<file path="src/design/adaptive_fifo_linear_resampler_macros.svh">
// ----------------------------------------------------------------------------
// Assertion macros for the adaptive FIFO linear resampler
// Implication checks, with and without a delay to the next cycle.
// ----------------------------------------------------------------------------
`ifndef ADAPTIVE_FIFO_LINEAR_RESAMPLER_MACROS_SVH
`define ADAPTIVE_FIFO_LINEAR_RESAMPLER_MACROS_SVH

// same-cycle implication
`define AFR_ASSERT_IMPL(label, clk, rst, ante, cons, msg) \
   label: assert property (@(posedge clk) disable iff (rst) (ante) |-> (cons)) \
      else $error(msg);

// next-cycle implication
`define AFR_ASSERT_NEXT(label, clk, rst, ante, cons, msg) \
   label: assert property (@(posedge clk) disable iff (rst) (ante) |=> (cons)) \
      else $error(msg);

`endif

</file>
<file path="src/design/afr_pkg.sv">
// ----------------------------------------------------------------------------
// afr_pkg
// Shared types, constants and register codes of the resampler.
// ----------------------------------------------------------------------------
`default_nettype none

package afr_pkg;

   localparam int SAMPLE_BITS        = 24;
   localparam int FILL_BITS          = 14;
   localparam int UNDER_BITS         = 16;
   localparam int RATIO_BITS         = 28;
   localparam int DEV_BITS           = 16;
   localparam int PHASE_BITS         = 32;
   localparam int FRAC_BITS          = 24;
   localparam int CSR_IDX_BITS       = 2;
   localparam int CSR_DATA_BITS      = 28;
   localparam int DEFAULT_RING_DEPTH = 8192;

   localparam logic [PHASE_BITS-1:0] PHASE_ONE = 32'h0100_0000;

   localparam logic [RATIO_BITS-1:0] BASE_RATIO_RESET  = 28'd16777216;
   localparam logic [FILL_BITS-1:0]  TARGET_FILL_RESET = 14'd2048;
   localparam logic [DEV_BITS-1:0]   MAX_DEV_RESET     = 16'd328;

   localparam logic [CSR_IDX_BITS-1:0] CSR_ENABLE        = 2'd0;
   localparam logic [CSR_IDX_BITS-1:0] CSR_BASE_RATIO    = 2'd1;
   localparam logic [CSR_IDX_BITS-1:0] CSR_TARGET_FILL   = 2'd2;
   localparam logic [CSR_IDX_BITS-1:0] CSR_MAX_DEVIATION = 2'd3;

   localparam logic OP_PUSH = 1'b0;

   typedef struct packed {
      logic                          operation;
      logic signed [SAMPLE_BITS-1:0] in_left;
      logic signed [SAMPLE_BITS-1:0] in_right;
      logic                          block_start;
   } req_type;

   typedef struct packed {
      logic signed [SAMPLE_BITS-1:0] out_left;
      logic signed [SAMPLE_BITS-1:0] out_right;
      logic [FILL_BITS-1:0]          fill_level;
      logic [UNDER_BITS-1:0]         underrun_count;
      logic                          is_primed;
   } rsp_type;

   typedef struct packed {
      logic                  enable;
      logic [RATIO_BITS-1:0] base_ratio;
      logic [FILL_BITS-1:0]  target_fill;
      logic [DEV_BITS-1:0]   max_deviation;
   } cfg_type;

   typedef enum logic [2:0] {
      CMD_PUSH       = 3'b001,
      CMD_PULL       = 3'b010,
      CMD_PULL_START = 3'b100
   } cmd_kind_type;

   typedef struct packed {
      cmd_kind_type                  kind;
      logic signed [SAMPLE_BITS-1:0] left;
      logic signed [SAMPLE_BITS-1:0] right;
   } cmd_type;

   typedef struct packed {
      logic primed;
      logic silenced;
      logic wait_ratio;
   } back_stat_type;

endpackage

`default_nettype wire

</file>
<file path="src/design/afr_front.sv">
// ----------------------------------------------------------------------------
// afr_front
// Input queue: accept request words, classify them, hold two for the back.
// ----------------------------------------------------------------------------
`default_nettype none

module afr_front (
   input  wire logic             clock,
   input  wire logic             reset,
   input  wire logic             req_valid,
   output logic                  req_stall,
   input  wire afr_pkg::req_type req_data,
   output logic                  cmd_valid,
   output afr_pkg::cmd_type      cmd,
   input  wire logic             cmd_take
);

   import afr_pkg::*;

   function automatic cmd_type classify(input req_type r);
      cmd_type c;
      if (r.operation == OP_PUSH) begin
         c.kind = CMD_PUSH;
      end else if (r.block_start) begin
         c.kind = CMD_PULL_START;
      end else begin
         c.kind = CMD_PULL;
      end
      c.left  = r.in_left;
      c.right = r.in_right;
      return c;
   endfunction

   cmd_type     slot0_ff, slot0_in;
   cmd_type     slot1_ff, slot1_in;
   logic [1:0]  count_ff, count_in;
   cmd_type     incoming;
   logic        push, pop;

   assign req_stall = (count_ff == 2'd2);
   assign cmd_valid = (count_ff != 2'd0);
   assign cmd       = slot0_ff;
   assign incoming  = classify(req_data);
   assign push      = req_valid && !req_stall;
   assign pop       = cmd_take && cmd_valid;

   always_comb begin
      slot0_in = slot0_ff;
      slot1_in = slot1_ff;
      count_in = count_ff;
      if (push && pop) begin
         if (count_ff == 2'd1) begin
            slot0_in = incoming;
         end else begin
            slot0_in = slot1_ff;
            slot1_in = incoming;
         end
      end else if (pop) begin
         slot0_in = slot1_ff;
         count_in = count_ff - 2'd1;
      end else if (push) begin
         if (count_ff == 2'd0) begin
            slot0_in = incoming;
         end else begin
            slot1_in = incoming;
         end
         count_in = count_ff + 2'd1;
      end
   end

   always_ff @(posedge clock) begin
      if (reset) begin
         count_ff <= 2'd0;
      end else begin
         count_ff <= count_in;
      end
      slot0_ff <= slot0_in;
      slot1_ff <= slot1_in;
   end

endmodule

`default_nettype wire

</file>
<file path="config.mk">
export PLATFORM = sky130hd
export DESIGN_NAME = afr_front
export DESIGN_NICKNAME = d
export VERILOG_FILES = /design/src/design/adaptive_fifo_linear_resampler_macros.svh /design/src/design/afr_pkg.sv /design/src/design/afr_front.sv
export SDC_FILE = /design/constraint.sdc
export NUM_CORES = 1
export LEC_CHECK = 0
export BUFFER_PORTS_ARGS = -buffer_cell sky130_fd_sc_hd__buf_4
export CORE_ASPECT_RATIO = 0.75
export CORE_MARGIN = 2
export CORE_UTILIZATION = 40
export CTS_CLUSTER_SIZE = 30
export DETAILED_ROUTE_END_ITERATION = 12
export SYNTH_ARGS = -nofsm -noshare
export SYNTH_HDL_FRONTEND = slang
export SYNTH_SLANG_ARGS = --single-unit
</file>
<file path="constraint.sdc">
create_clock -name clock -period 11.4 [get_ports clock]
set_clock_uncertainty 0.2 [all_clocks]
set_input_delay 1.71 -clock clock [delete_from_list [all_inputs] [get_ports clock]]
set_output_delay 1.71 -clock clock [all_outputs]
set_load 0.005 [all_outputs]
</file>
==> reports/results.ini <==
[status]
run_status = complete, no violations

[timing]
setup_tns_ps = 0
period_minus_slack_ps = 3960
rsz0062_at_grt = no
hold_viol_final = 0
setup_viol_count_final = 0
timing.hold.ws_ps = 344
slew_headroom_pct = 32.0
timing.fmax_mhz = 252
worstMarginPinSlew_ps = 1020
drv_slew = 0
post-route-period-util_pct = 34.8

[placement]
dpl.hpwl_microns = 4250
portBuffers = 106
dpl-instance-area_sq_um = 5030
gp_congestion = 0.740

[layout]
final_nets = 360
n_antenna_cell = 0
layout-drive-gt1-share_pct = 58.0
area_delta_synth_final_pct = 28.3
postLayoutCoreUtil_pct = 52.2
fin_area_sq_um = 5330

[grt]
grt_max_degree = 52
antenna_found_initial = 0
track_usage_pct = 12.0
grt_pass1_wl_microns = 9870
grt-ovfl-total = 0
grt_pass1_vias = 1916

[flow_run]
maxCapViolations = 0

[floorplan]
rows = 32
chipHeight_microns = 92.2
fp.dieW_microns = 122
die_area_sq_um = 11200
initial_core_util_pct = 40.7
core-area_sq_um = 10200
num_io_pins = 107

[yosys]
synth.net_count = 247
synth-edff-count = 102
syn-cell-area_sq_um = 4150
syn_inst = 188
synth_seq_cells = 104
synth_area_leaders = edfxtp_1, mux2_4, buf_12, ha_1, dfxtp_1
yosys_warnings = 0
synth.largest_area_cell = edfxtp_1
netlist.area_leader.share_pct = 73.8
synthArstFlopShare_pct = 0
yosys_most_used_dff = edfxtp_1
yosysMostFrequentCell = edfxtp_1
yosys-top-cells-count = edfxtp_1, mux2_4, buf_12, ha_1, inv_1
yosysUniqueCellTypes = 19
seq_area_frac_synth_pct = 74.7
syn_area_per_cell_sq_um = 22.1

[drt]
drc = 0
viasPerCell = 4.43
wl_microns = 6520
drtIter0Drc = 99
first_pass_iters = 4
num_vias = 1953
avgRoutedWirePerCell_microns = 14.8
final_antenna_net_count = 0

[setup_path]
r2r-start = count_ff[0]$_SDFFE_PP0P_
cp_max_fo = 51
cp-startpoint = cmd_take
reg2reg_slack_ps = 8200
cp-start-kind = primary input
criticalPathCategory = primary input to register
r2r_end = cmd[50]$_DFFE_PP_
cp_slowest_cell = or2_4
crit_chain = buf_4 > and2b_2 > ha_1 > nor3b_1 > or2_4 > mux2_2
reg2reg_depth = 7
cp-end-kind = register
cpPeakStageDelay_ps = 850
crit_required_ps = 11290
cp.arrival_ps = 3850

[clocking]
cts_resized = 0
cts_buffers = 9
clk_path_buf_depth = 2
clk_pin_slew_ps = 70
cts_tree = built
clockRootBuffer = clkbuf_16
postCtsHoldBufs = 0
cts_sinks = 104
htree_levels = 3
post_cts_buffers = 0
clkLatencyLatePin_ps = 340

[power]
peakVddDrop_mv = 0.220
comb_power_share_pct = 32.6
p_switching_uw = 376
p_clk_share_pct = 21.3
internal-power_uw = 1030
p_leak_uw = 0.00212
p_per_area_nw_per_um2 = 263
switching_share_pct = 26.8
p_seq_share_pct = 46.1

[min_path]
hold_path_startpoint = slot1_ff[25]$_DFFE_PP_
whs_endpoint = cmd[25]$_DFFE_PP_
hp-class = register to register
hold_depth = 1

[cells by family after synthesis]
family / after synthesis / synth area share, %
flip-flops: 104 / 74.7
multiplexers: 50 / 18.0
buffers and inverters: 11 / 3.13
AND/OR/NAND/NOR: 10 / 1.36
AO/OA/AOI/OAI: 6 / 0.874
adder cells (fa/ha/maj): 5 / 1.51
XOR/XNOR: 2 / 0.422
[power groups by stage]
stage                     Combinational (uW)  Clock (uW)  Sequential [uW]
after CTS                                470         310              648
after detailed placement                 471           0              655
final                                    457         299              646
after global placement                   467           0              651
after global routing                     502         325              658
after floorplan                          302           0              664
[sequential cells by signal (all words and copies together) (netlist names)]
signal / flops
cmd: 51
count_ff: 2
slot1_ff: 51
[layout by cell type (no fill, tap or decap)]
cell type,count
clkinv_4,1
nor3b_1,1
o21ai_0,2
xor2_1,2
a21o_2,1
or2_4,1
edfxtp_1,102
mux2_4,49
clkbuf_16,9
clkinvlp_4,3
a21oi_1,2
and2b_2,1
mux2_2,1
nor2b_1,2
buf_4,108
o21a_1,1
inv_6,1
ha_1,5
nor2_1,3
and2_1,1
nor2_4,1
inv_1,5
bufinv_16,1
dfxtp_1,2
[layer usage]
layer | track usage, % | share of wire [%]
met4 | 4.60 | 1.7
met2 | 17.0 | 43
met3 | 5.22 | 7.8
met5 | 0 | 0
met1 | 16.1 | 47
[per-stage QoR]
| step | power [uW] | instances | setup WS [ps] |
|---|---|---|---|
| 2_1_floorplan | 966 | 188 | 6240 |
| 6_report | 1400 | 441 | 7440 |
| 3_5_place_dp | 1130 | 426 | 7080 |
| 5_1_grt | 1490 | 441 | 7330 |
| 4_1_cts | 1430 | 441 | 7440 |
| 3_3_place_gp | 1120 | 426 | 7150 |
[worst max-delay path, delay by kind of cell]
family	cells	cell delay, ps
muxes	1	410
and+or+nand+nor	3	1360
buffers and inverters	1	110
adders and majority gates	1	230
[how the worst max path moves through the flow]
stage	end	slack (ps)	cells past startpoint
detailed placement	cmd[50]$_DFFE_PP_	7080	6
finish	cmd[50]$_DFFE_PP_	7440	6
CTS	cmd[50]$_DFFE_PP_	7440	6
global route	slot1_ff[26]$_DFFE_PP_	7330	7
global placement	cmd[50]$_DFFE_PP_	7150	6
floorplan	slot1_ff[0]$_DFFE_PP_	6240	5
[layout make-up]
type | instances | area [sq um]
Clock inverter | 6 | 70.1
Fill cell | 867 | 4880
Sequential cell | 104 | 3100
Clock buffer | 9 | 225
Inverter | 5 | 18.8
Multi-Input combinational cell | 73 | 930
Timing Repair Buffer | 108 | 811
Tap cell | 136 | 170
No activity file was read; power rests on OpenSTA's default activity.
