`config.mk`:
```
export PLATFORM = sky130hd
export DESIGN_NAME = afr_ratio
export DESIGN_NICKNAME = d
export VERILOG_FILES = /design/src/design/adaptive_fifo_linear_resampler_macros.svh /design/src/design/afr_pkg.sv /design/src/design/afr_ratio.sv
export SDC_FILE = /design/constraint.sdc
export NUM_CORES = 2
export LEC_CHECK = 0
export BUFFER_PORTS_ARGS = -buffer_cell sky130_fd_sc_hd__clkbuf_2
export CAP_MARGIN = 30
export CORE_MARGIN = 2
export CORE_UTILIZATION = 50
export CTS_CLUSTER_SIZE = 40
export DETAILED_ROUTE_END_ITERATION = 6
export PLACE_DENSITY_LB_ADDON = 0.3
export SLEW_MARGIN = 10
export SYNTH_ARGS = -nofsm -noshare
export SYNTH_HDL_FRONTEND = slang
export SYNTH_SLANG_ARGS = --single-unit
```
`constraint.sdc`:
```
create_clock -name clock -period 6.5 [get_ports clock]
set_input_delay 0.65 -clock clock [delete_from_list [all_inputs] [get_ports clock]]
set_output_delay 0.65 -clock clock [all_outputs]
set_load 0.005 [all_outputs]
```
`src/design/adaptive_fifo_linear_resampler_macros.svh`:
```
// ----------------------------------------------------------------------------
// Assertion macros for the adaptive FIFO linear resampler
// Implication checks, with and without a delay to the next cycle.
// ----------------------------------------------------------------------------
`ifndef ADAPTIVE_FIFO_LINEAR_RESAMPLER_MACROS_SVH
`define ADAPTIVE_FIFO_LINEAR_RESAMPLER_MACROS_SVH

// same-cycle implication
`define AFR_ASSERT_IMPL(label, clk, rst, ante, cons, msg) \
   label: assert property (@(posedge clk) disable iff (rst) (ante) |-> (cons)) \
      else $error(msg);

// next-cycle implication
`define AFR_ASSERT_NEXT(label, clk, rst, ante, cons, msg) \
   label: assert property (@(posedge clk) disable iff (rst) (ante) |=> (cons)) \
      else $error(msg);

`endif

```
`src/design/afr_pkg.sv`:
```
// ----------------------------------------------------------------------------
// afr_pkg
// Shared types, constants and register codes of the resampler.
// ----------------------------------------------------------------------------
`default_nettype none

package afr_pkg;

   localparam int SAMPLE_BITS        = 24;
   localparam int FILL_BITS          = 14;
   localparam int UNDER_BITS         = 16;
   localparam int RATIO_BITS         = 28;
   localparam int DEV_BITS           = 16;
   localparam int PHASE_BITS         = 32;
   localparam int FRAC_BITS          = 24;
   localparam int CSR_IDX_BITS       = 2;
   localparam int CSR_DATA_BITS      = 28;
   localparam int DEFAULT_RING_DEPTH = 8192;

   localparam logic [PHASE_BITS-1:0] PHASE_ONE = 32'h0100_0000;

   localparam logic [RATIO_BITS-1:0] BASE_RATIO_RESET  = 28'd16777216;
   localparam logic [FILL_BITS-1:0]  TARGET_FILL_RESET = 14'd2048;
   localparam logic [DEV_BITS-1:0]   MAX_DEV_RESET     = 16'd328;

   localparam logic [CSR_IDX_BITS-1:0] CSR_ENABLE        = 2'd0;
   localparam logic [CSR_IDX_BITS-1:0] CSR_BASE_RATIO    = 2'd1;
   localparam logic [CSR_IDX_BITS-1:0] CSR_TARGET_FILL   = 2'd2;
   localparam logic [CSR_IDX_BITS-1:0] CSR_MAX_DEVIATION = 2'd3;

   localparam logic OP_PUSH = 1'b0;

   typedef struct packed {
      logic                          operation;
      logic signed [SAMPLE_BITS-1:0] in_left;
      logic signed [SAMPLE_BITS-1:0] in_right;
      logic                          block_start;
   } req_type;

   typedef struct packed {
      logic signed [SAMPLE_BITS-1:0] out_left;
      logic signed [SAMPLE_BITS-1:0] out_right;
      logic [FILL_BITS-1:0]          fill_level;
      logic [UNDER_BITS-1:0]         underrun_count;
      logic                          is_primed;
   } rsp_type;

   typedef struct packed {
      logic                  enable;
      logic [RATIO_BITS-1:0] base_ratio;
      logic [FILL_BITS-1:0]  target_fill;
      logic [DEV_BITS-1:0]   max_deviation;
   } cfg_type;

   typedef enum logic [2:0] {
      CMD_PUSH       = 3'b001,
      CMD_PULL       = 3'b010,
      CMD_PULL_START = 3'b100
   } cmd_kind_type;

   typedef struct packed {
      cmd_kind_type                  kind;
      logic signed [SAMPLE_BITS-1:0] left;
      logic signed [SAMPLE_BITS-1:0] right;
   } cmd_type;

   typedef struct packed {
      logic primed;
      logic silenced;
      logic wait_ratio;
   } back_stat_type;

endpackage

`default_nettype wire

```
`src/design/afr_ratio.sv`:
```
// ----------------------------------------------------------------------------
// afr_ratio
// Ratio update: bit-serial fill-error division, then staged multiplies.
// ----------------------------------------------------------------------------
`default_nettype none

module afr_ratio #(
   parameter int FC_W = 14
) (
   input  wire logic             clock,
   input  wire logic             reset,
   input  wire afr_pkg::cfg_type cfg,
   input  wire logic             start,
   input  wire logic [FC_W-1:0]  frame_count,
   output logic                  done,
   output logic [afr_pkg::PHASE_BITS-1:0] ratio
);

   import afr_pkg::*;

   localparam int DW = ((FC_W > FILL_BITS) ? FC_W : FILL_BITS) + 1;

   typedef enum logic [6:0] {
      R_IDLE = 7'b0000001,
      R_DIV  = 7'b0000010,
      R_MUL0 = 7'b0000100,
      R_MUL1 = 7'b0001000,
      R_MUL2 = 7'b0010000,
      R_SUM1 = 7'b0100000,
      R_SUM2 = 7'b1000000
   } rstate_type;

   rstate_type              state_ff, state_in;
   logic                    neg_ff, neg_in;
   logic [FILL_BITS:0]      rem_ff, rem_in;
   logic [16:0]             quo_ff, quo_in;
   logic [3:0]              cnt_ff, cnt_in;
   logic [31:0]             corr_ff, corr_in;
   logic [43:0]             plo_ff, plo_in;
   logic [43:0]             phi_ff, phi_in;
   logic [59:0]             prod_ff, prod_in;
   logic                    done_ff, done_in;
   logic [PHASE_BITS-1:0]   ratio_ff, ratio_in;

   logic [DW-1:0]           diff, mag;
   logic [FILL_BITS-1:0]    den;
   logic [FILL_BITS:0]      rem_sh;
   logic [61:0]             full, total;

   assign done  = done_ff;
   assign ratio = ratio_ff;

   always_comb begin
      diff   = DW'(frame_count) - DW'(cfg.target_fill);
      mag    = diff[DW-1] ? (~diff + 1'b1) : diff;
      den    = (cfg.target_fill == '0) ? FILL_BITS'(1) : cfg.target_fill;
      rem_sh = {rem_ff[FILL_BITS-1:0], 1'b0};
      full   = {2'b00, cfg.base_ratio, 32'h0000_0000};
      total  = (neg_ff ? (full - 62'(prod_ff)) : (full + 62'(prod_ff)))
               + 62'h0_8000_0000;

      state_in = state_ff;
      neg_in   = neg_ff;
      rem_in   = rem_ff;
      quo_in   = quo_ff;
      cnt_in   = cnt_ff;
      corr_in  = corr_ff;
      plo_in   = plo_ff;
      phi_in   = phi_ff;
      prod_in  = prod_ff;
      done_in  = 1'b0;
      ratio_in = ratio_ff;

      case (state_ff)
         R_IDLE: begin
            if (start) begin
               neg_in = diff[DW-1];
               cnt_in = 4'd0;
               if (mag >= DW'(den)) begin
                  // error saturates at one
                  quo_in   = 17'h1_0000;
                  state_in = R_MUL0;
               end else begin
                  quo_in   = 17'd0;
                  rem_in   = (FILL_BITS+1)'(mag);
                  state_in = R_DIV;
               end
            end
         end
         R_DIV: begin
            // one quotient bit a cycle
            if (rem_sh >= {1'b0, den}) begin
               rem_in = rem_sh - {1'b0, den};
               quo_in = {quo_ff[15:0], 1'b1};
            end else begin
               rem_in = rem_sh;
               quo_in = {quo_ff[15:0], 1'b0};
            end
            cnt_in = cnt_ff + 4'd1;
            if (cnt_ff == 4'd15) begin
               state_in = R_MUL0;
            end
         end
         R_MUL0: begin
            corr_in  = 32'(cfg.max_deviation) * 32'(quo_ff);
            state_in = R_MUL1;
         end
         R_MUL1: begin
            plo_in   = cfg.base_ratio * corr_ff[15:0];
            state_in = R_MUL2;
         end
         R_MUL2: begin
            phi_in   = cfg.base_ratio * corr_ff[31:16];
            state_in = R_SUM1;
         end
         R_SUM1: begin
            prod_in  = {phi_ff, 16'h0000} + 60'(plo_ff);
            state_in = R_SUM2;
         end
         R_SUM2: begin
            ratio_in = 32'(total[61:32]);
            done_in  = 1'b1;
            state_in = R_IDLE;
         end
         default: begin
            state_in = R_IDLE;
         end
      endcase
   end

   always_ff @(posedge clock) begin
      if (reset) begin
         state_ff <= R_IDLE;
         done_ff  <= 1'b0;
      end else begin
         state_ff <= state_in;
         done_ff  <= done_in;
      end
      neg_ff   <= neg_in;
      rem_ff   <= rem_in;
      quo_ff   <= quo_in;
      cnt_ff   <= cnt_in;
      corr_ff  <= corr_in;
      plo_ff   <= plo_in;
      phi_ff   <= phi_in;
      prod_ff  <= prod_in;
      ratio_ff <= ratio_in;
   end

endmodule

`default_nettype wire

```
==> impl_metrics.tcl <==
set metrics [dict create \
    synth_cell_type_count 86 \
    drc 0 \
    fmax_mhz 152 \
    die_w_um 329 \
    worstReg2RegStart "corr_ff[5]" \
    grt_pass1_wl_um 219000 \
    htreeDepth 1 \
    fin_ws_ns -0.0641 \
    required_ns 6.89 \
    rows 119 \
    syn_avg_cell_area_um2 9.18 \
    fin_crit_sh_pct 101 \
    netlist_instances 5733 \
    yosysSeqAreaShare_pct 14.3 \
    cts_buffers 31 \
    dp.cells 7425 \
    clock_latency_ns 0.64 \
    timing.reg2reg.setup_slack_ns -0.06 \
    setup_viol_count_final 1 \
    routabilityCongestion 0.938 \
    synth_top_area_share_pct 35.5 \
    antenna_found_initial 4 \
    start_util_pct 50.2 \
    vias 40100 \
    port_buffers 105 \
    grt_max_degree 57 \
    violations "setup timing" \
    hp-start "reset" \
    synth_edf_count 246 \
    cts_root_buf "clkbuf_16" \
    rsz0062_at_grt "true" \
    cpMaxStageDelayCell "fa_1" \
    via_per_inst 5.34 \
    yosysTopAreaCell "fa_1" \
    cts_hold_buf 0 \
    hold_path_class "input port to flip-flop" \
    die_h_um 329 \
    stdcell_count 7501 \
    cts_tree "done" \
    hpwl_um 113000 \
    cp-start-kind "flip-flop" \
    clock-sinks 254 \
    async_flop_share_pct 0 \
    ys.flop_type "edfxtp_1" \
    coreArea_um2 105000 \
    n_antenna_cell 0 \
    fillers 9282 \
    ys_warn_count 0 \
    final_net_count 7558 \
    wl_per_cell_um 17.9 \
    cts_max_path_buffers 3 \
    die_area_um2 108000 \
    cts.clk_slew.worst_paths_ns 0.06 \
    final_layout_size_suffix_gt1_share_pct 13.1 \
    syn_to_final_growth_pct 13.7 \
    reg2reg_depth 26 \
    max_stage_delay_ns 0.53 \
    track_usage_pct 25.4 \
    worstMarginPinSlew_ns 0.892 \
    synthTopCellsByArea "fa_1 36%, edfxtp_1 14%, ha_1 11%" \
    grt.overflow.total 0 \
    crit_arrival_ns 6.95 \
    ios 109 \
    drtIter0Drc 2475 \
    ys_seq_elements 254 \
    crit_top_cell "fa_1" \
    routed_wl_um 134000 \
    hold_viol_final 0 \
    slew_headroom_pct 40.4 \
    status "finished, violations left" \
    r2r_end "plo_ff[42]" \
    syn-cell-area_um2 52700 \
    slew_viol_final 0 \
    min_period_ns 6.56 \
    cp_num_buf_inv 9 \
    fin_skew_ns 0.0383 \
    critPathMaxFanout 5 \
    holdPathEnd "done" \
    cap_violations 0 \
    ant_nets 0 \
    min_path_cells 2 \
    path_delay_family "adder cells" \
    drtPass1Iterations 6 \
    end_kind "flip-flop" \
    criticalPathCategory "flip-flop to flip-flop" \
    grt_pass1_vias 41400 \
]
==> per-layer routing <==
layer / part of all wire, % / global-route usage, % / up-vias
li1: - / - / 18500
met1: 43 / 35.2 / 20100
met2: 47 / 42.4 / 1240
met3: 7.1 / 3.87 / 184
met4: 2.4 / 5.23 / 4
met5: 0.018 / 0 / -
==> layout make-up <==
class,instances,area (um^2),area share (%)
tap,1391,1740,2.91
timing repair buffer,580,4670,7.81
clock buffer,41,886,1.48
sequential,254,7550,12.6
inverter,1158,4350,7.26
multi-input combinational,4060,40400,67.6
clock inverter,17,216,0.362
==> registers in the layout, indices dropped and copies added, names as in the netlist <==
register	flops
corr_ff	32
prod_ff	60
rem_ff	14
plo_ff	44
quo_ff	17
state_ff	7
phi_ff	44
cnt_ff	4
done	1
neg_ff	1
ratio	30
==> cells in the mapped netlist, drive strengths merged (11+ instances only) <==
cell type / n
a211oi: 24
and2: 499
nor3: 41
nor4: 28
o21ai: 102
a21oi: 194
a21o: 94
clkbuf: 246
nand2b: 42
nand4: 21
edfxtp: 246
and3: 27
o21bai: 37
a31oi: 20
xor2: 73
mux2i: 13
a2111oi: 11
o211ai: 15
xnor2: 161
ha: 462
nand2: 793
nor2: 157
o31ai: 21
or3: 19
fa: 935
o21a: 33
nand3: 46
nor2b: 32
or2: 11
inv: 1158
buf: 16
==> per-stage QoR <==
stage / area [um^2] / hold slack, ns / setup slack [ns] / util, % / setup TNS (ns)
2_1_floorplan: 52800 / 0.400 / -0.00809 / - / -0.00809
3_3_place_gp: 58000 / 0.401 / -0.684 / 55.3 / -14.75
3_5_place_dp: 58000 / 0.407 / -0.671 / 55.3 / -15.01
4_1_cts: 59400 / 0.227 / -0.104 / 56.6 / -0.209
5_1_grt: 59900 / 0.244 / -0.254 / 57.1 / -1.92
6_report: 59900 / 0.252 / -0.0641 / 57.1 / -0.0641
==> what timing repair did <==
item | 4_1_cts | 5_1_grt
buffers inserted | 4 | 15
gates cloned | 1 | 1
endpoints found under the setup margin | 18 | 29
resized for setup | 49 | 102
pin swaps | 26 | 56
==> how the worst max path moves through the flow <==
stage	startpoint	to	cells past startpoint
2_1_floorplan	cfg[37]	plo_ff[42]	22
3_3_place_gp	cfg[37]	plo_ff[42]	27
3_5_place_dp	cfg[39]	phi_ff[43]	26
4_1_cts	corr_ff[5]	plo_ff[40]	26
5_1_grt	corr_ff[5]	plo_ff[42]	26
6_report	corr_ff[5]	plo_ff[42]	26
==> cell families after synthesis <==
logic type / after synthesis / synth area share (%)
AND/OR/NAND/NOR: 1760 / 16.5
multiplexers: 20 / 0.397
flip-flops: 254 / 14.3
other: 1 / 0.00712
buffers and inverters: 1420 / 10.1
XOR/XNOR: 234 / 3.89
adder cells (fa/ha/maj): 1397 / 46.5
AO/OA/AOI/OAI: 647 / 8.15
==> cells in the final DEF, fill, tap and decap left out, types with 17 or more instances in the layout <==
| cell | netlist | layout |
|---|---|---|
| nand2_1 | 793 | 792 |
| a211oi_1 | 24 | 22 |
| xnor2_1 | 161 | 161 |
| nor2b_1 | 32 | 32 |
| inv_2 | 0 | 17 |
| nand2b_1 | 42 | 41 |
| xor2_1 | 73 | 73 |
| nor3_1 | 41 | 39 |
| clkbuf_16 | 0 | 34 |
| and2_1 | 498 | 484 |
| and3_1 | 27 | 24 |
| nor2_1 | 157 | 155 |
| buf_4 | 3 | 422 |
| buf_12 | 0 | 41 |
| or3_1 | 19 | 18 |
| a21o_1 | 94 | 94 |
| a31oi_1 | 20 | 18 |
| clkbuf_2 | 0 | 105 |
| fa_1 | 935 | 919 |
| nand3_1 | 46 | 42 |
| o21a_1 | 33 | 32 |
| nor4_1 | 18 | 18 |
| edfxtp_1 | 246 | 246 |
| o21ai_0 | 100 | 89 |
| o21bai_1 | 37 | 37 |
| nand4_1 | 19 | 19 |
| inv_1 | 1158 | 1141 |
| a21oi_1 | 193 | 176 |
| ha_1 | 462 | 445 |
Power is left out: the tool's default activity adds up to more than one toggle a clock period on the data nets, which glitch-free logic cannot reach.
